==> config.mk <==
export PLATFORM = sky130hd
export DESIGN_NAME = quadrature_position_counter_unit
export DESIGN_NICKNAME = d
export VERILOG_FILES = /design/src/design/qpc_pkg.sv /design/src/design/quadrature_position_counter_unit.sv /design/src/design/qpc_filter.sv /design/src/design/qpc_scale.sv
export SDC_FILE = /design/constraint.sdc
export NUM_CORES = 1
export LEC_CHECK = 0
export BUFFER_PORTS_ARGS = -buffer_cell sky130_fd_sc_hd__buf_2
export CORE_MARGIN = 2
export CORE_UTILIZATION = 54
export CTS_CLUSTER_SIZE = 24
export DETAILED_ROUTE_END_ITERATION = 12
export PLACE_DENSITY_LB_ADDON = 0.25
export SYNTH_ARGS = -nofsm -noshare
export SYNTH_HDL_FRONTEND = slang
export SYNTH_SLANG_ARGS = --single-unit
==> constraint.sdc <==
create_clock -name clk -period 13.1 [get_ports clk]
set_input_delay 2.62 -clock clk [delete_from_list [all_inputs] [get_ports clk]]
set_output_delay 2.62 -clock clk [all_outputs]
set_load 0.05 [all_outputs]
==> src/design/qpc_pkg.sv <==
// ----------------------------------------------------------------------------
// qpc_pkg
// Shared types and constants of the quadrature position counter.
// ----------------------------------------------------------------------------
`default_nettype none

package qpc_pkg;

  localparam int unsigned POS_W       = 32;
  localparam int unsigned REVS_W      = 21;
  localparam int unsigned STEPS_W     = 30;
  localparam int unsigned FILT_W      = 10;
  localparam int unsigned OP_W        = 2;
  localparam int unsigned IN_DATA_W   = 40;  // a, b, load value, padded to bytes
  localparam int unsigned OUT_DATA_W  = 88;  // position, revs, steps, padded

  localparam int unsigned COUNTS_PER_REV = 2048;
  localparam int unsigned STEPS_PER_REV  = 200;
  localparam logic [FILT_W-1:0] FILTER_RESET = FILT_W'(1000);

  // product of position and steps per revolution, signed
  localparam int unsigned MUL_W  = 18;
  localparam int unsigned PROD_W = POS_W + MUL_W;

  localparam logic signed [MUL_W-1:0]  STEPS_MUL   = MUL_W'(STEPS_PER_REV);
  localparam logic signed [POS_W-1:0]  CPR_DIV_POS = POS_W'(COUNTS_PER_REV);
  localparam logic signed [PROD_W-1:0] CPR_DIV_PRD = PROD_W'(COUNTS_PER_REV);

  typedef enum logic [OP_W-1:0] {
    OP_SAMPLE = 2'd0,
    OP_CLEAR  = 2'd1,
    OP_LOAD   = 2'd2
  } op_t;

  // filter status toward the counter
  typedef struct packed {
    logic level;  // accepted level before this sample
    logic edge_hit;
  } filt_t;

endpackage

`default_nettype wire

==> src/design/quadrature_position_counter_unit.sv <==
// ----------------------------------------------------------------------------
// quadrature_position_counter_unit
// 4x quadrature decoder with per-pin glitch filters and position scaling.
// ----------------------------------------------------------------------------
//  channel  | signals                          | contents
//  s_axis   | tvalid tready tdata[39:0] tuser  | op; a, b, load value
//  m_axis   | tvalid tready tdata[87:0]        | position, revs, steps
//  cfg      | valid ready data[9:0]            | filter_ticks
//
// One item per cycle sustained while m_axis_tready stays high. The input
// register loads at the input transfer; the count, multiply and divide/output
// registers follow it in that order, each loading from the one before.
// Each stage loads when empty or when the stage after it moves, so an
// output stall fills the pipeline before s_axis_tready drops.
// rst (synchronous) clears position, filters and sets filter_ticks to 1000.
// cfg is always ready.
// ----------------------------------------------------------------------------
`default_nettype none

module quadrature_position_counter_unit
  import qpc_pkg::*;
(
  input  wire logic                  clk,
  input  wire logic                  rst,
  input  wire logic                  s_axis_tvalid,
  output logic                       s_axis_tready,
  // [0] a_level, [1] b_level, [33:2] load_value, zero pad above
  input  wire logic [IN_DATA_W-1:0]  s_axis_tdata,
  // [1:0] op
  input  wire logic [OP_W-1:0]       s_axis_tuser,
  output logic                       m_axis_tvalid,
  input  wire logic                  m_axis_tready,
  // [31:0] position, [52:32] revs, [82:53] steps, zero pad above
  output logic [OUT_DATA_W-1:0]      m_axis_tdata,
  input  wire logic                  cfg_valid,
  output logic                       cfg_ready,
  input  wire logic [FILT_W-1:0]     cfg_data
);

  logic [FILT_W-1:0] filter_ticks;

  // input register
  logic             v_in;
  op_t              op_in;
  logic             a_in;
  logic             b_in;
  logic [POS_W-1:0] load_in;

  // count stage
  logic             v_cnt;
  logic [POS_W-1:0] count_value;
  logic [POS_W-1:0] count_next;

  logic  en_in;
  logic  en_cnt;
  logic  scale_ready;
  logic  adv;
  logic  sample;
  filt_t a_st;
  filt_t b_st;
  logic [POS_W-1:0] delta_a;
  logic [POS_W-1:0] delta_b;

  assign cfg_ready = 1'b1;

  assign en_cnt        = !v_cnt || scale_ready;
  assign en_in         = !v_in || en_cnt;
  assign s_axis_tready = en_in;

  assign adv    = v_in && en_cnt;
  assign sample = adv && (op_in == OP_SAMPLE);

  qpc_filter u_filt_a (
    .clk          (clk),
    .rst          (rst),
    .step         (sample),
    .raw          (a_in),
    .filter_ticks (filter_ticks),
    .status       (a_st)
  );

  qpc_filter u_filt_b (
    .clk          (clk),
    .rst          (rst),
    .step         (sample),
    .raw          (b_in),
    .filter_ticks (filter_ticks),
    .status       (b_st)
  );

  // A edge counts up when its new level matches old B; B edge counts up
  // when old levels of A and B are equal.
  always_comb begin
    delta_a = '0;
    delta_b = '0;
    if (a_st.edge_hit) begin
      delta_a = ((!a_st.level) == b_st.level) ? POS_W'(1) : '1;
    end
    if (b_st.edge_hit) begin
      delta_b = (a_st.level == b_st.level) ? POS_W'(1) : '1;
    end
    case (op_in)
      OP_SAMPLE: count_next = count_value + delta_a + delta_b;
      OP_CLEAR:  count_next = '0;
      OP_LOAD:   count_next = load_in;
      default:   count_next = count_value;
    endcase
  end

  always_ff @(posedge clk) begin
    if (rst) begin
      filter_ticks <= FILTER_RESET;
      v_in         <= 1'b0;
      v_cnt        <= 1'b0;
      count_value  <= '0;
    end else begin
      if (cfg_valid && cfg_ready) begin
        filter_ticks <= cfg_data;
      end
      if (en_in) begin
        v_in <= s_axis_tvalid;
      end
      if (en_cnt) begin
        v_cnt <= v_in;
      end
      if (adv) begin
        count_value <= count_next;
      end
    end
    if (en_in && s_axis_tvalid) begin
      op_in   <= op_t'(s_axis_tuser);
      a_in    <= s_axis_tdata[0];
      b_in    <= s_axis_tdata[1];
      load_in <= s_axis_tdata[POS_W+1:2];
    end
  end

  // count_value only moves when the count stage loads, so it is the payload
  qpc_scale u_scale (
    .clk           (clk),
    .rst           (rst),
    .in_valid      (v_cnt),
    .in_ready      (scale_ready),
    .in_pos        ($signed(count_value)),
    .m_axis_tvalid (m_axis_tvalid),
    .m_axis_tready (m_axis_tready),
    .m_axis_tdata  (m_axis_tdata)
  );

  a_edge_only_on_sample: assert property (@(posedge clk) disable iff (rst)
    (a_st.edge_hit || b_st.edge_hit) |-> sample)
    else $error("filter edge outside a sample transfer");

  clear_zeroes_count: assert property (@(posedge clk) disable iff (rst)
    (adv && op_in == OP_CLEAR) |=> (count_value == '0))
    else $error("clear did not zero the position");

  count_holds_when_stalled: assert property (@(posedge clk) disable iff (rst)
    !adv |=> $stable(count_value))
    else $error("position moved without an item");

  sample_step_bounded: assert property (@(posedge clk) disable iff (rst)
    sample |=> ((count_value - $past(count_value)) == POS_W'(0) ||
                (count_value - $past(count_value)) == POS_W'(1) ||
                (count_value - $past(count_value)) == POS_W'(2) ||
                (count_value + POS_W'(1)) == $past(count_value) ||
                (count_value + POS_W'(2)) == $past(count_value)))
    else $error("sample moved position by more than two counts");

  empty_input_ready: assert property (@(posedge clk) disable iff (rst)
    !v_in |-> s_axis_tready)
    else $error("empty input register not ready");

endmodule

`default_nettype wire

==> src/design/qpc_filter.sv <==
// ----------------------------------------------------------------------------
// qpc_filter
// Glitch filter for one encoder pin: accepts a new level once it has held.
// ----------------------------------------------------------------------------
`default_nettype none

module qpc_filter
  import qpc_pkg::*;
(
  input  wire logic              clk,
  input  wire logic              rst,
  input  wire logic              step,
  input  wire logic              raw,
  input  wire logic [FILT_W-1:0] filter_ticks,
  output filt_t                  status
);

  logic              level;
  logic [FILT_W-1:0] hold;
  logic              differs;
  logic              accept;

  assign differs = raw != level;
  assign accept  = differs && (hold >= filter_ticks);

  assign status.level    = level;
  assign status.edge_hit = step && accept;

  always_ff @(posedge clk) begin
    if (rst) begin
      level <= 1'b0;
      hold  <= '0;
    end else if (step) begin
      if (!differs || accept) begin
        hold <= '0;
      end else begin
        // hold < filter_ticks here, so it cannot wrap
        hold <= hold + FILT_W'(1);
      end
      if (accept) begin
        level <= raw;
      end
    end
  end

endmodule

`default_nettype wire

==> src/design/qpc_scale.sv <==
// ----------------------------------------------------------------------------
// qpc_scale
// Two-stage scaling of the position into revolutions and motor steps.
// ----------------------------------------------------------------------------
`default_nettype none

module qpc_scale
  import qpc_pkg::*;
(
  input  wire logic                    clk,
  input  wire logic                    rst,
  input  wire logic                    in_valid,
  output logic                         in_ready,
  input  wire logic signed [POS_W-1:0] in_pos,
  output logic                         m_axis_tvalid,
  input  wire logic                    m_axis_tready,
  output logic [OUT_DATA_W-1:0]        m_axis_tdata
);

  logic                     v_mul;
  logic signed [POS_W-1:0]  pos_mul;
  logic signed [PROD_W-1:0] prod_mul;
  logic                     en_mul;
  logic                     en_out;

  logic signed [POS_W-1:0]  revs_full;
  logic signed [PROD_W-1:0] steps_full;

  logic [POS_W-1:0]   out_pos;
  logic [REVS_W-1:0]  out_revs;
  logic [STEPS_W-1:0] out_steps;

  assign en_out   = !m_axis_tvalid || m_axis_tready;
  assign en_mul   = !v_mul || en_out;
  assign in_ready = en_mul;

  // signed division by a constant truncates toward zero
  assign revs_full  = pos_mul / CPR_DIV_POS;
  assign steps_full = prod_mul / CPR_DIV_PRD;

  always_ff @(posedge clk) begin
    if (rst) begin
      v_mul         <= 1'b0;
      m_axis_tvalid <= 1'b0;
    end else begin
      if (en_mul) begin
        v_mul <= in_valid;
      end
      if (en_out) begin
        m_axis_tvalid <= v_mul;
      end
    end
    if (en_mul && in_valid) begin
      pos_mul  <= in_pos;
      prod_mul <= PROD_W'(in_pos) * PROD_W'(STEPS_MUL);
    end
    if (en_out && v_mul) begin
      out_pos   <= pos_mul;
      out_revs  <= revs_full[REVS_W-1:0];
      out_steps <= steps_full[STEPS_W-1:0];
    end
  end

  assign m_axis_tdata = {
    (OUT_DATA_W - POS_W - REVS_W - STEPS_W)'(0), out_steps, out_revs, out_pos
  };

endmodule

`default_nettype wire

# After elaboration in Yosys (flattened, before gate mapping)
# Cells that the tools add are included.
[word_totals] reg_bits=257 latchBits=0 mem_bits_rw=0 rom_bits=0 out_inout_bits=91 wordCells=72 memories=0
[op_classes] n_addsub=6 n_mul=1 n_div=0 n_lt_le_gt_ge=2 n_eq_ne=6 shift=0 n_mux=7 bitwise_logic=2 reduce_logical=29
[ops] cell="two-way mux 32 bit" count=4
[ops] cell="case mux 32 bit (3 select lines)" count=1
[ops] cell="adder 32 bit" count=2
[ops] cell="multiplier 32 x 6 -> 38 bit (second input constant)" count=1
[ops] cell="adder 30 x 1 -> 30 bit" count=1
[ops] cell="adder 21 x 1 -> 21 bit" count=1
[ops] cell="adder 10 x 1 -> 10 bit (second input constant)" count=2
[ops] cell="greater-or-equal comparator 10 bit" count=2
[ops] cell="two-way mux 10 bit" count=2
[ops] cell="OR reduction 11 bit" count=1
[ops] cell="logical AND 1 bit" count=9
[ops] cell="OR reduction 8 bit" count=1
[ops] cell="logical NOT 1 bit" count=7
[ops] cell="logical OR 1 bit" count=6
[ops] cell="AND reduction 2 bit" count=3
[ops] cell="nonzero test 3 bit" count=1
[ops] cell="bitwise AND 1 bit" count=2
[ops] cell="== test 1 bit" count=2
[ops] cell="== test 2 x 1 -> 1 bit (second input constant)" count=1
[ops] cell="== test 2 bit (second input constant)" count=1
[ops] cell="logical NOT 2 bit" count=1
[ops] cell="inequality test 1 bit" count=2

# Longest topological paths before layout
[logic_depth] word_depth=11 ltp_mapped=20 mapped_depth_nobuf=20

# Modules after synthesis
# Synthesis repeated with hierarchy kept, for this count alone.
[hier_totals] hier_cells=1448 area_unflattened_um2=15885.2
[modules_own_cells] mod="qpc_scale" instances=1 cells_per_inst=658 area_per_inst_um2=8755.9
[modules_own_cells] mod="quadrature_position_counter_unit" instances=1 cells_per_inst=602 area_per_inst_um2=5595.4
[modules_own_cells] mod="qpc_filter" instances=2 cells_per_inst=94 area_per_inst_um2=767.0

# Least setup slack after synthesis
# OpenSTA, ideal clock, no wires.
[synth_timing] path_kind="in2reg" startpoint="in m_axis_tready" endpoint="reg u_scale.pos_mul[0], enable pin" setup_time_ns=0.595 arrival_ns=7.578 required_ns=12.505 path_slack_ns=4.927 stages=2 n_path_buf=0 path_cell_list="nor2b_1 a21boi_0"
[synth_between] elab_chain_len=3
[synth_lines] item="start: declaration" line_no="quadrature_position_counter_unit.sv:32" text="input wire logic m_axis_tready,"
[synth_lines] item="logical OR 1 bit" line_no="qpc_scale.sv:33" text="assign en_out = !m_axis_tvalid || m_axis_tready;"
[synth_lines] item="logical OR 1 bit" line_no="qpc_scale.sv:34" text="assign en_mul = !v_mul || en_out;"
[synth_lines] item="logical AND 1 bit" line_no="qpc_scale.sv:53" text="if (en_mul && in_valid) begin"
[synth_lines] item="end signal: assignment" line_no="qpc_scale.sv:54" text="pos_mul <= in_pos;"
[synth_lines] item="end: declaration" line_no="qpc_scale.sv:21" text="logic signed [POS_W-1:0] pos_mul;"
# No other way between the ends.
# A chain may end at the register's enable or synchronous reset.

# Worst setup path after layout
[layout_timing] startpoint="in m_axis_tready" endpoint="reg count_value[27]"
[layout_between] elab_chain_len=10 elab_cells_between_ends=13 classes_between="add/sub: 2; mux: 3; reduce/logical: 8"
[layout_lines] item="logical OR 1 bit *" line_no="qpc_scale.sv:33"
[layout_lines] item="logical OR 1 bit *" line_no="qpc_scale.sv:34"
[layout_lines] item="logical OR 1 bit *" line_no="quadrature_position_counter_unit.sv:66" text="assign en_cnt = !v_cnt || scale_ready;"
[layout_lines] item="logical AND 1 bit *" line_no="quadrature_position_counter_unit.sv:70" text="assign adv = v_in && en_cnt;"
[layout_lines] item="logical AND 1 bit" line_no="quadrature_position_counter_unit.sv:71" text="assign sample = adv && (op_in == OP_SAMPLE);"
[layout_lines] item="logical AND 1 bit" line_no="qpc_filter.sv:27" text="assign status.edge_hit = step && accept;"
[layout_lines] item="two-way mux 32 bit" line_no="quadrature_position_counter_unit.sv:96" text="if (a_st.edge_hit) begin"
[layout_lines] item="adder 32 bit (2 in series)" line_no="quadrature_position_counter_unit.sv:103" text="OP_SAMPLE: count_next = count_value + delta_a + delta_b;"
[layout_lines] item="case mux 32 bit (3 select lines)" line_no="quadrature_position_counter_unit.sv:102" text="case (op_in)"
[layout_lines] item="end signal: assignment" line_no="quadrature_position_counter_unit.sv:127" text="count_value <= count_next;"
[layout_lines] item="end: declaration" line_no="quadrature_position_counter_unit.sv:51" text="logic [POS_W-1:0] count_value;"
# Every way passes the cells marked *; elsewhere a longest branch is shown, timed or not.

==> results by group <==
Die
  • Die height: between 150 and 200 um
  • Placeable Area: 28,800 sq um
  • DIE WIDTH: 175 um
  • Die ar.: ~30,000 sq um
  • I/O Pins: between 100 and 150
  • Initial core utilization: 0.550
  • FP Rows: 62

Detailed routing
  • Drt total wl: ~32 mm
  • Drt initial violations: between 500 and 600
  • WL/cell: ~16 um
  • Vias: 10,983
  • Via-per-instance ratio: 5.51
  • DRC viols: 0
  • DR pass1 iterations: 5
  • Post-route ant nets: 0

STA
  • Final period utilization: 0.539
  • Max Slew Vio Count: 0
  • F_max: 142 MHz
  • RSZ-0062 raised after global routing: false
  • Clock skew: ~31 ps
  • Final Hold Fails: 0
  • Final setup fails: 0
  • Final Hold Slack: 448 ps
  • Worst-Margin Slew: 1200 ps
  • Tmin final: 7060 ps
  • TNS Setup: 0 ps
  • Slew headroom: 0.195

Global routing
  • Met3 Usage GRT: 0.0374
  • Top Usage Layer GRT: met2
  • Initial antenna violation count: 1
  • First-pass GRT wire length: roughly 52 mm
  • GR Util All Layers: 0.208
  • Gr ovfl total: 0
  • M2 GR Usage: 0.336
  • Vias in the first global route: between 10,000 and 15,000
  • Met1 Use GR: 0.284
  • Largest net degree at the start of global routing: 68

Final layout
  • Multi-input gate area: about 8100 sq um
  • Total Nets Final: around 1,900
  • Filler cells: roughly 2,400
  • Register area: 6950 sq um
  • Layout cells sized above 1: 0.133
  • Area Growth Syn to Fin: 12.2%
  • Utilization after layout: 0.618

Synthesis
  • Yosys warning total: 0
  • Number of flops mapped to enable cells by yosys: approximately 190
  • Mean area per synthesized cell: about 11 sq um
  • Dominant synthesized flop cell: edfxtp_1
  • Synth cell types: 76
  • Cell Area, Synth: ~16,000 sq um
  • Syn Inst Count: roughly 1,500
  • Sequential fraction of the synthesis area: 0.439
  • Yosys reg bits: 254
  • Async S/R FF share, synth: 0

Worst setup path
  • Crit end category: flip-flop
  • Arrival time at the worst endpoint: around 7500 ps
  • CP Max Fanout: 29
  • Critical path class: input port to flip-flop
  • Worst endpoint required time: roughly 14,000 ps
  • Startpoint types: input port

CTS
  • Clock buffer depth: 3
  • Clock Latency Late Sink: around 550 ps
  • Root Buffer: clkbuf_16
  • CTS buffer count: 27
  • Postcts setup bufs: 0
  • CTS tree: yes
  • CTS sink count: 254
  • H-tree levels: 1
  • Clock-pin slew on the worst setup and hold paths: 60 ps
  • CTS hold repair buffers: 0
  • # resized after CTS: 0

Power
  • Gate power share: 0.127
  • Clock power share: 0.389
  • Internal Power: about 0.0014 W
  • Net Sw Frac: 0.256
  • Switch Pwr: about 0.0005 W
  • PwrDens: ~110 nW/um^2
  • Maximum vdd ir drop: 112 uV
  • Lkg Pwr: 7.93 nW
  • Seq pwr share: 0.485

Run status
  • Status: complete, no violations

Placed design
  • Buffers on Ports: ~140
  • Final HPWL DP: between 20 and 25 mm
  • Gpl congestion: between 0.8 and 0.9

Min path
  • Worst min path class: flip-flop to flip-flop

Run
  • Maxcap violations: 0
-- critical path, cell delays in order --
cell and delay [ps]:
buf_2 90, nand4b_2 130, and3_4 350, and3_1 210
nand3_2 100, a21bo_2 250, clkinv_1 50, buf_4 480
fa_1 540, ha_1 280, fa_1 450, a211oi_2 310
o21ai_2 140, a41oi_1 360, a21oi_1 170, o31ai_2 340
nand2b_1 170, nand3b_1 190, a311oi_1 270
-- path summary, 6_finish.rpt --
check | start | endpoint | slack [ps] | cells after the start
setup / recovery | m_axis_tready | count_value[27] | 6040 | 19
hold / removal | u_scale.pos_mul[1] | u_scale.out_pos[1] | 450 | 0
setup reg to reg | op_in[0] | count_value[27] | 7700 | 19
hold reg to reg | u_scale.pos_mul[1] | u_scale.out_pos[1] | 450 | 0
-- area by class of cell --
| class | count | share of cell area |
|---|---|---|
| inverter | 184 | 0.0388 |
| antenna | 1 | 0.000141 |
| sequential | 254 | 0.391 |
| clock inverter | 17 | 0.00929 |
| multi-input combinational | 980 | 0.454 |
| clock buffer | 33 | 0.0393 |
| timing repair buffer | 142 | 0.0410 |
| tap | 384 | 0.0270 |
-- logic make-up (layout without fill, tap and decap cells) --
group                      Yosys count  in the layout  share of synthesized area
and+or+nand+nor                    351            351                      0.109
AOI/OAI and AO/OA                  284            284                      0.127
DFF                                254            254                      0.439
buffers and inverters              225            376                     0.0553
adders and majority gates          220            220                      0.203
xor gates and xnor gates           107            107                     0.0592
muxes                               12             12                    0.00758
other                                2              7                   0.000474
-- layer usage --
| metal | share of wire | wire, um |
|---|---|---|
| met1 | 0.44 | 14200 |
| met2 | 0.46 | 14700 |
| met3 | 0.065 | 2060 |
| met4 | 0.030 | 941 |
| met5 | 0 | 0 |
-- power groups by stage --
stage	registers (W)	logic (W)	clock network, W
after global placement	0.000946	0.000236	0
after CTS	0.000931	0.000244	0.000765
after global routing	0.000934	0.000278	0.000797
final	0.000930	0.000243	0.000746
after floorplan	0.000954	0.000174	0
after detailed placement	0.000948	0.000241	0
-- metrics by stage --
stage / total power (W) / instance area [sq um] / instances / worst slack [ps]
6_report: 0.00192 / 17800 / 1995 / 6040
5_1_grt: 0.00201 / 17800 / 1994 / 5590
4_1_cts: 0.00194 / 17800 / 1994 / 6010
3_5_place_dp: 0.00119 / 16900 / 1944 / 5490
3_3_place_gp: 0.00118 / 16900 / 1944 / 5590
2_1_floorplan: 0.00113 / 15900 / 1459 / 4930
-- sequential cells by signal (all words and copies together) (netlist names), 21 cells and up --
| signal | flops |
|---|---|
| u_scale.out_steps | 30 |
| u_scale.out_pos | 32 |
| u_scale.prod_mul | 35 |
| load_in | 32 |
| u_scale.pos_mul | 32 |
| count_value | 32 |
| u_scale.out_revs | 21 |
-- Yosys cell counts (12+ instances only) --
| master | number | share of area |
|---|---|---|
| ha_1 | 158 | 0.12 |
| xor2_1 | 34 | 0.019 |
| nand4_1 | 21 | 0.0083 |
| nand2_1 | 71 | 0.017 |
| o21ai_0 | 39 | 0.012 |
| fa_1 | 62 | 0.078 |
| o21a_1 | 16 | 0.0076 |
| edfxtp_1 | 186 | 0.35 |
| and3_1 | 29 | 0.011 |
| mux2i_1 | 12 | 0.0076 |
| clkbuf_1 | 31 | 0.0073 |
| nor2_1 | 102 | 0.024 |
| dfxtp_1 | 68 | 0.086 |
| a31oi_1 | 12 | 0.0047 |
| nand3_1 | 51 | 0.016 |
| a21oi_1 | 62 | 0.020 |
| a21o_1 | 30 | 0.014 |
| a211oi_1 | 27 | 0.013 |
| nor3_1 | 21 | 0.0066 |
| inv_1 | 184 | 0.044 |
| xnor2_1 | 73 | 0.040 |
-- placed cells by master (no fill, tap or decap), types with 34 or more instances in the layout --
cell type / count
edfxtp_1: 186
inv_1: 183
ha_1: 158
buf_2: 135
nor2_1: 101
xnor2_1: 73
nand2_1: 71
dfxtp_1: 68
fa_1: 62
a21oi_1: 61
nand3_1: 51
o21ai_0: 39
xor2_1: 34
Note: power is estimated with default switching activity, not from simulation.
